===== src/hdl/smeu_pkg.sv =====
// ----------------------------------------------------------------------------
// smeu_pkg: shared types and constants
// Operation codes, status codes, emit kinds and the request/result payloads.
// ----------------------------------------------------------------------------
package smeu_pkg;

  localparam int unsigned OP_W = 4;
  localparam int unsigned WORD_W = 32;
  localparam int unsigned EDGE_W = 8;
  localparam int unsigned STATUS_W = 2;
  localparam int unsigned KIND_W = 2;
  localparam int unsigned SIZE_W = 11;

  localparam logic [OP_W-1:0] OP_PUSH    = 4'd0;
  localparam logic [OP_W-1:0] OP_POP     = 4'd1;
  localparam logic [OP_W-1:0] OP_ADD     = 4'd2;
  localparam logic [OP_W-1:0] OP_SUB     = 4'd3;
  localparam logic [OP_W-1:0] OP_MUL     = 4'd4;
  localparam logic [OP_W-1:0] OP_DIV     = 4'd5;
  localparam logic [OP_W-1:0] OP_MOD     = 4'd6;
  localparam logic [OP_W-1:0] OP_NOT     = 4'd7;
  localparam logic [OP_W-1:0] OP_GREATER = 4'd8;
  localparam logic [OP_W-1:0] OP_DUP     = 4'd9;
  localparam logic [OP_W-1:0] OP_ROLL    = 4'd10;
  localparam logic [OP_W-1:0] OP_INCHAR  = 4'd11;
  localparam logic [OP_W-1:0] OP_OUTNUM  = 4'd12;
  localparam logic [OP_W-1:0] OP_OUTCHAR = 4'd13;
  localparam logic [OP_W-1:0] OP_CHOOSE  = 4'd14;

  localparam logic [STATUS_W-1:0] ST_OK    = 2'd0;
  localparam logic [STATUS_W-1:0] ST_UNDER = 2'd1;
  localparam logic [STATUS_W-1:0] ST_OVER  = 2'd2;
  localparam logic [STATUS_W-1:0] ST_DIV0  = 2'd3;

  localparam logic [KIND_W-1:0] EMIT_NONE = 2'd0;
  localparam logic [KIND_W-1:0] EMIT_NUM  = 2'd1;
  localparam logic [KIND_W-1:0] EMIT_CHAR = 2'd2;

  typedef struct packed {
    logic [OP_W-1:0]          operation;
    logic signed [WORD_W-1:0] operand;
    logic [EDGE_W-1:0]        edge_count;
  } cmd_t;

  typedef struct packed {
    logic [STATUS_W-1:0]      status;
    logic [KIND_W-1:0]        emit_kind;
    logic signed [WORD_W-1:0] emit_value;
    logic [EDGE_W-1:0]        branch_index;
    logic [SIZE_W-1:0]        stack_size;
  } res_t;

  // Divider start request and result
  typedef struct packed {
    logic              start;
    logic              is_signed;
    logic [WORD_W-1:0] dividend;
    logic [WORD_W-1:0] divisor;
  } div_req_t;

  typedef struct packed {
    logic              done;
    logic [WORD_W-1:0] quot;
    logic [WORD_W-1:0] rem;
  } div_rsp_t;

endpackage


===== src/hdl/smeu_div.sv =====
// ----------------------------------------------------------------------------
// smeu_div: iterative divider
// Restoring divider, one quotient bit per cycle; signed (truncating) or
// unsigned operands. The divisor must be nonzero.
// ----------------------------------------------------------------------------
module smeu_div (
  input  logic               clk,
  input  logic               rst,
  input  smeu_pkg::div_req_t req,
  output smeu_pkg::div_rsp_t rsp
);
  import smeu_pkg::*;

  localparam int unsigned CNT_W = $clog2(WORD_W + 1);

  logic              busy;
  logic [CNT_W-1:0]  cnt;
  logic [WORD_W-1:0] quo;
  logic [WORD_W:0]   rem;
  logic [WORD_W-1:0] dvs;
  logic              neg_q;
  logic              neg_r;
  logic              done;
  logic [WORD_W:0]   rem_shift;
  logic [WORD_W:0]   rem_sub;
  logic [WORD_W-1:0] a_mag;
  logic [WORD_W-1:0] b_mag;

  // Magnitudes of the operands and the shifted trial subtraction
  always_comb begin
    a_mag = (req.is_signed && req.dividend[WORD_W-1]) ? (~req.dividend + 1'b1)
                                                      : req.dividend;
    b_mag = (req.is_signed && req.divisor[WORD_W-1]) ? (~req.divisor + 1'b1)
                                                     : req.divisor;
    rem_shift = {rem[WORD_W-1:0], quo[WORD_W-1]};
    rem_sub   = rem_shift - {1'b0, dvs};
  end

  // Shift and subtract one bit per cycle
  always_ff @(posedge clk) begin
    if (rst) begin
      busy <= 1'b0;
      done <= 1'b0;
      cnt  <= '0;
    end else begin
      done <= 1'b0;
      if (req.start) begin
        busy  <= 1'b1;
        cnt   <= CNT_W'(WORD_W);
        quo   <= a_mag;
        rem   <= '0;
        dvs   <= b_mag;
        neg_q <= req.is_signed && (req.dividend[WORD_W-1] ^ req.divisor[WORD_W-1]);
        neg_r <= req.is_signed && req.dividend[WORD_W-1];
      end else if (busy) begin
        if (!rem_sub[WORD_W]) begin
          rem <= rem_sub;
          quo <= {quo[WORD_W-2:0], 1'b1};
        end else begin
          rem <= rem_shift;
          quo <= {quo[WORD_W-2:0], 1'b0};
        end
        cnt <= cnt - 1'b1;
        if (cnt == CNT_W'(1)) begin
          busy <= 1'b0;
          done <= 1'b1;
        end
      end
    end
  end

  // Apply signs
  always_comb begin
    rsp.done = done;
    rsp.quot = neg_q ? (~quo + 1'b1) : quo;
    rsp.rem  = neg_r ? (~rem[WORD_W-1:0] + 1'b1) : rem[WORD_W-1:0];
  end

endmodule


===== config.mk =====
export PLATFORM = sky130hd
export DESIGN_NAME = smeu_div
export DESIGN_NICKNAME = d
export VERILOG_FILES = /design/src/hdl/smeu_pkg.sv /design/src/hdl/smeu_div.sv
export SDC_FILE = /design/constraint.sdc
export NUM_CORES = 1
export LEC_CHECK = 0
export CAP_MARGIN = 10
export CORE_ASPECT_RATIO = 0.75
export CORE_UTILIZATION = 40
export CTS_CLUSTER_DIAMETER = 80
export DETAILED_ROUTE_END_ITERATION = 8
export DONT_BUFFER_PORTS = 1
export GPL_TIMING_DRIVEN = 0
export PLACE_DENSITY = 0.6
export SYNTH_ARGS = -nofsm -noshare
export SYNTH_HDL_FRONTEND = slang
export SYNTH_SLANG_ARGS = --single-unit

===== constraint.sdc =====
create_clock -name clk -period 5.6 [get_ports clk]
set_input_delay 0.28 -clock clk [delete_from_list [all_inputs] [get_ports clk]]
set_output_delay 0.28 -clock clk [all_outputs]
set_load 0.05 [all_outputs]

* Word level (Yosys, flattened, before mapping)
Cells that the tools add are included.
Word-level totals: memories kept 0, latch bits 0, bits in writable memories 0, ROM bits 0, word-level logic and storage cells 46, flip-flop bits (word level) 106, bits of input ports 68
Cells by class: reductions and logical operators 8, multipliers 0, mux-type cells 15, equality and inequality tests 1, bitwise logic cells 7, shift-type cells 0, div/mod/pow operators 0, add/sub/neg operators 6, $lt $le $gt $ge 0
Operators by type and width (count):
- $mux W32 | 8
- $add A32 B1 Y32 const B | 4
- $not A32 Y32 | 4
- $sub A33 B32 Y33 | 1
- $mux W6 | 2
- $eq A6 B1 Y1 const B | 1
- $sub A6 B1 Y6 const B | 1
- $mux W1 | 5
- $reduce_and A2 Y1 | 2
- $logic_and A1 B1 Y1 | 3
- $reduce_or A3 Y1 | 1
- $not A1 Y1 | 2
- $reduce_bool A2 Y1 | 1
- $reduce_or A2 Y1 | 1
- $xor A1 B1 Y1 | 1

* Depth between registers and ports, before layout
depth in word-level cells 4, depth in mapped cells 13, gate-level depth less buffers 11

* Worst setup path after synthesis
OpenSTA, ideal clock, no wires.
path kind input to register, start in req[65] (netlist bit), end reg quo[0] (enable), setup time 0.486 ns, data arrival time 3.576 ns, stages 4, path buffers 2, required time 5.114 ns, setup slack 1.538 ns, cells stage by stage clkbuf_1 > clkbuf_1 > nor2_1 > nor2_1
On the way: cells in the longest elaborated chain, start to end 2
Ends and longest elaborated chain:
- start, declared | line smeu_div.sv:9 | input smeu_pkg::div_req_t req,
- $reduce_bool A2 Y1 (no line)
- $reduce_and A2 Y1 (no line)
- end signal, assigned | line smeu_div.sv:50 | quo <= a_mag;
- end signal, assigned | line smeu_div.sv:58 | quo <= {quo[WORD_W-2:0], 1'b1};
- end signal, assigned | line smeu_div.sv:61 | quo <= {quo[WORD_W-2:0], 1'b0};
- end, declared | line smeu_div.sv:18 | logic [WORD_W-1:0] quo;
Every way passes these cells. A chain may end at the register's enable or synchronous reset.

==> impl_table.tex <==
\begin{tabular}{lr}
\hline
Metric & Value \\
\hline
\multicolumn{2}{l}{\textbf{Status}} \\
Result of the run & finished clean \\
\multicolumn{2}{l}{\textbf{Floorplanning}} \\
Overall die height & 128 µm \\
Placeable core region & 20600 µm² \\
Top-level port count & 133 \\
\# rows & 45 \\
Starting Density & 41.4\% \\
Die extent in x & 170 µm \\
Die Footprint & 21800 µm² \\
\multicolumn{2}{l}{\textbf{Worst setup path}} \\
Cells along the critical path & inv\_1 > ha\_1 > nor2b\_1 > nand4\_1 > or3\_1 > or4\_1 > or4\_1 > or2\_1 > o21ai\_1 > xnor2\_1 \\
Setup crit end kind & output pin \\
Critical-path top delay cell & sky130\_fd\_sc\_hd\_\_or4\_1 \\
Largest fanout on the critical path & 5 \\
Required time at the endpoint of the critical path & 5.32 ns \\
Cell family with the largest share of critical-path delay & simple AND/OR/NAND/NOR gates \\
Buffering stage count on the worst path with inverters included & 1 \\
Arrival time reported for the critical path endpoint & 4.03 ns \\
Worst R2R Path Depth & 10 \\
Critical path's most frequent cell & sky130\_fd\_sc\_hd\_\_or4\_1 \\
Startpoint types & flop \\
Classification of the worst setup path & reg2out \\
Highest cell delay on the worst timing path & 0.55 ns \\
Worst path depth & 10 \\
\multicolumn{2}{l}{\textbf{Cells and area}} \\
Fraction of final layout cells with drive strength greater than 1 & 3.52\% \\
Layout fillers & 1961 \\
Net count of the finished layout & 1096 \\
Post-route non-filler standard cell count & 1276 \\
Antenna Cells & 0 \\
Layout overhead on the synthesized area & 8.59\% \\
\multicolumn{2}{l}{\textbf{Global routing}} \\
Global-route wire length before repair & 36900 µm \\
Initial antenna violation count & 0 \\
GRT overflow & 0 \\
Number of global-route vias before repair & 6475 \\
Maximum number of pins on one net before global-route repair & 35 \\
Overall routing resource usage & 22.2\% \\
\multicolumn{2}{l}{\textbf{Pwr}} \\
Static leakage & 0.00332 µW \\
IR Drop Worst-Case VDD & 0.000151 V \\
Final Total Pwr & 2770 µW \\
Power density relative to cell area & 300 nW/µm² \\
\multicolumn{2}{l}{\textbf{Synth}} \\
Synthesized netlist cell count & 974 \\
Post-synthesis sequential area ratio & 36.5\% \\
Post-synth cell types & 60 \\
Primary flip-flop cell chosen by synthesis mapping & sky130\_fd\_sc\_hd\_\_edfxtp\_1 \\
Synth Register Bits & 106 \\
Count of yosys warnings during synthesis & 0 \\
Mean Syn Cell Area & 8.73 µm² \\
Post-synth EDFFs & 98 \\
Synth area leaders & sky130\_fd\_sc\_hd\_\_edfxtp\_1 (35\%), sky130\_fd\_sc\_hd\_\_xnor2\_1 (10\%), sky130\_fd\_sc\_hd\_\_a21oi\_1 (6.2\%) \\
Area share of the leading cell type in the synthesized netlist & 34.6\% \\
Synthesized netlist net count & 1081 \\
Netlist area before placement & 8500 µm² \\
Async SR Flop Fraction & 0\% \\
Cell type with the highest aggregate area in the netlist & sky130\_fd\_sc\_hd\_\_edfxtp\_1 \\
\multicolumn{2}{l}{\textbf{Timing}} \\
Number of hold violations in the final report & 0 \\
Number of pins with negative max-slew slack in the final report & 0 \\
Final sum of negative setup slack & 0 ns \\
Finish-stage setup viols & 0 \\
Final worst clock skew & 0.00726 ns \\
Relative slew slack & 16.9\% \\
Minimum clock period & 4.31 ns \\
Max frequency & 232 MHz \\
Share of the clock period used by the worst path after layout & 77.0\% \\
Crit path setup slack, layout & 1.29 ns \\
Transition time of the tightest slew-check pin & 1.24 ns \\
Worst hold slack & 0.110 ns \\
Unrepaired setup endpoints after global routing & false \\
\multicolumn{2}{l}{\textbf{Drt}} \\
Total Wirelength & 24500 µm \\
Via density per instance & 5.78 \\
ANT nets after route & 0 \\
Per-cell routed wire length & 19.2 µm \\
DRC viols & 0 \\
DR pass1 iterations & 5 \\
Iteration-0 DRC count of the detailed router & 630 \\
Total via count in the routed design & 7374 \\
\multicolumn{2}{l}{\textbf{Job}} \\
Max Cap Viol & 0 \\
\multicolumn{2}{l}{\textbf{Place}} \\
Dpl cells & 1258 \\
Final weighted congestion in routability-driven placement & 0.954 \\
Sum of net half-perimeters after detailed placement & 19200 µm \\
Dpl ws & 1.45 ns \\
Port Buf Inserts & 0 \\
\multicolumn{2}{l}{\textbf{CTS}} \\
Clock tree from TritonCTS & yes \\
H-tree lvl count & 3 \\
Total CTS buffers & 9 \\
Total of hold buffers inserted after clock tree synthesis & 1 \\
Number of gates resized after CTS & 0 \\
Clock tree sinks & 106 \\
Clk slew on worst S/H paths & 0.07 ns \\
Clock insertion delay at the later pin of the skew report & 0.36 ns \\
Clk Tree Root Cell & sky130\_fd\_sc\_hd\_\_clkbuf\_16 \\
Buffer count from post-CTS setup fixing & 0 \\
Buffers from clock root to sink, at most & 2 \\
\multicolumn{2}{l}{\textbf{Worst hold path}} \\
Type of the worst min-delay path & in2reg \\
Worst hold path depth & 1 \\
\hline
\end{tabular}
==> final cells by class <==
cell class	instances	area [µm²]	area share, %
inverters	50	188	2.03
clock buffers	9	225	2.44
clock inverters	7	70.1	0.759
multi-input cells	779	5070	54.9
plain buffers	39	158	1.71
flip-flops and latches	106	3100	33.6
well taps	282	353	3.82
repair buffers	4	67.6	0.732
==> state kept, by name, summed over array words and instances, names as in the netlist <==
name   flops
done       1
busy       1
neg_q      1
quo       32
rem       32
neg_r      1
dvs       32
cnt        6
==> stage by stage <==
| stage | utilization (%) | instance area, µm² |
|---|---|---|
| floorplan | - | 8500 |
| global placement | 43.1 | 8850 |
| detailed placement | 43.4 | 8920 |
| CTS | 44.9 | 9220 |
| global route | 44.9 | 9230 |
| finish | 44.9 | 9230 |
==> Yosys cell counts, drive strengths merged, types with 13 or more instances <==
cell    instances
a21o           21
a21oi         106
clkbuf         35
edfxtp         98
ha             38
inv            50
nand2          74
nand2b         13
nand3          32
nor2           74
nor3           18
o21ai          88
o31ai          25
o41ai          16
or3            18
or4            19
xnor2          97
xor2           46
==> where the power goes <==
group	internal [µW]	total, µW	switching [µW]
sequential	962	1050	85.3
clock	317	641	325
combinational	327	1080	750
total	1600	2770	1160
==> final timing paths <==
kind,slack (ns),to,from
setup / recovery,1.29,rsp[28],rem[0]$_SDFFCE_PP0P_
hold / removal,0.11,quo[0]$_DFFE_PP_,req[32]
setup reg to reg,1.33,rem[27]$_SDFFCE_PP0P_,rem[2]$_SDFFCE_PP0P_
hold reg to reg,0.50,cnt[1]$_SDFFE_PP0P_,cnt[1]$_SDFFE_PP0P_
==> layer usage <==
| metal | wire, µm | GRT usage [%] | up-vias |
|---|---|---|---|
| met5 | 0 | 0 | - |
| met4 | 364 | 4.82 | 0 |
| met1 | 12300 | 35.3 | 3417 |
| met2 | 9280 | 28.6 | 328 |
| li1 | - | - | 3603 |
| met3 | 2520 | 6.45 | 26 |
==> cells by family after synthesis <==
kind of cell	Yosys count	synth area share (%)
mux	2	0.235
compound gates	295	20.9
xor+xnor	143	14.7
simple gates	300	17.7
flops	106	36.5
buf+inv	89	4.06
fa+ha+maj	39	5.83
==> placed cells by master, fill, tap and decap left out, types with 4 or more instances in the layout <==
| cell type | instances |
|---|---|
| sky130_fd_sc_hd__a21o_1 | 21 |
| sky130_fd_sc_hd__a21oi_1 | 106 |
| sky130_fd_sc_hd__a31oi_1 | 10 |
| sky130_fd_sc_hd__and2_1 | 5 |
| sky130_fd_sc_hd__and3_1 | 8 |
| sky130_fd_sc_hd__clkbuf_1 | 35 |
| sky130_fd_sc_hd__clkbuf_16 | 9 |
| sky130_fd_sc_hd__dfxtp_1 | 8 |
| sky130_fd_sc_hd__edfxtp_1 | 98 |
| sky130_fd_sc_hd__ha_1 | 38 |
| sky130_fd_sc_hd__inv_1 | 50 |
| sky130_fd_sc_hd__nand2_1 | 74 |
| sky130_fd_sc_hd__nand2b_1 | 13 |
| sky130_fd_sc_hd__nand3_1 | 32 |
| sky130_fd_sc_hd__nand4_1 | 8 |
| sky130_fd_sc_hd__nor2_1 | 72 |
| sky130_fd_sc_hd__nor2b_1 | 7 |
| sky130_fd_sc_hd__nor3_1 | 18 |
| sky130_fd_sc_hd__nor4_1 | 8 |
| sky130_fd_sc_hd__o211ai_1 | 6 |
| sky130_fd_sc_hd__o21a_1 | 4 |
| sky130_fd_sc_hd__o21ai_0 | 82 |
| sky130_fd_sc_hd__o21ai_1 | 5 |
| sky130_fd_sc_hd__o31ai_1 | 22 |
| sky130_fd_sc_hd__o41ai_1 | 16 |
| sky130_fd_sc_hd__or3_1 | 17 |
| sky130_fd_sc_hd__or4_1 | 17 |
| sky130_fd_sc_hd__or4b_1 | 4 |
| sky130_fd_sc_hd__xnor2_1 | 97 |
| sky130_fd_sc_hd__xor2_1 | 46 |
No activity file was read; power rests on OpenSTA's default activity.
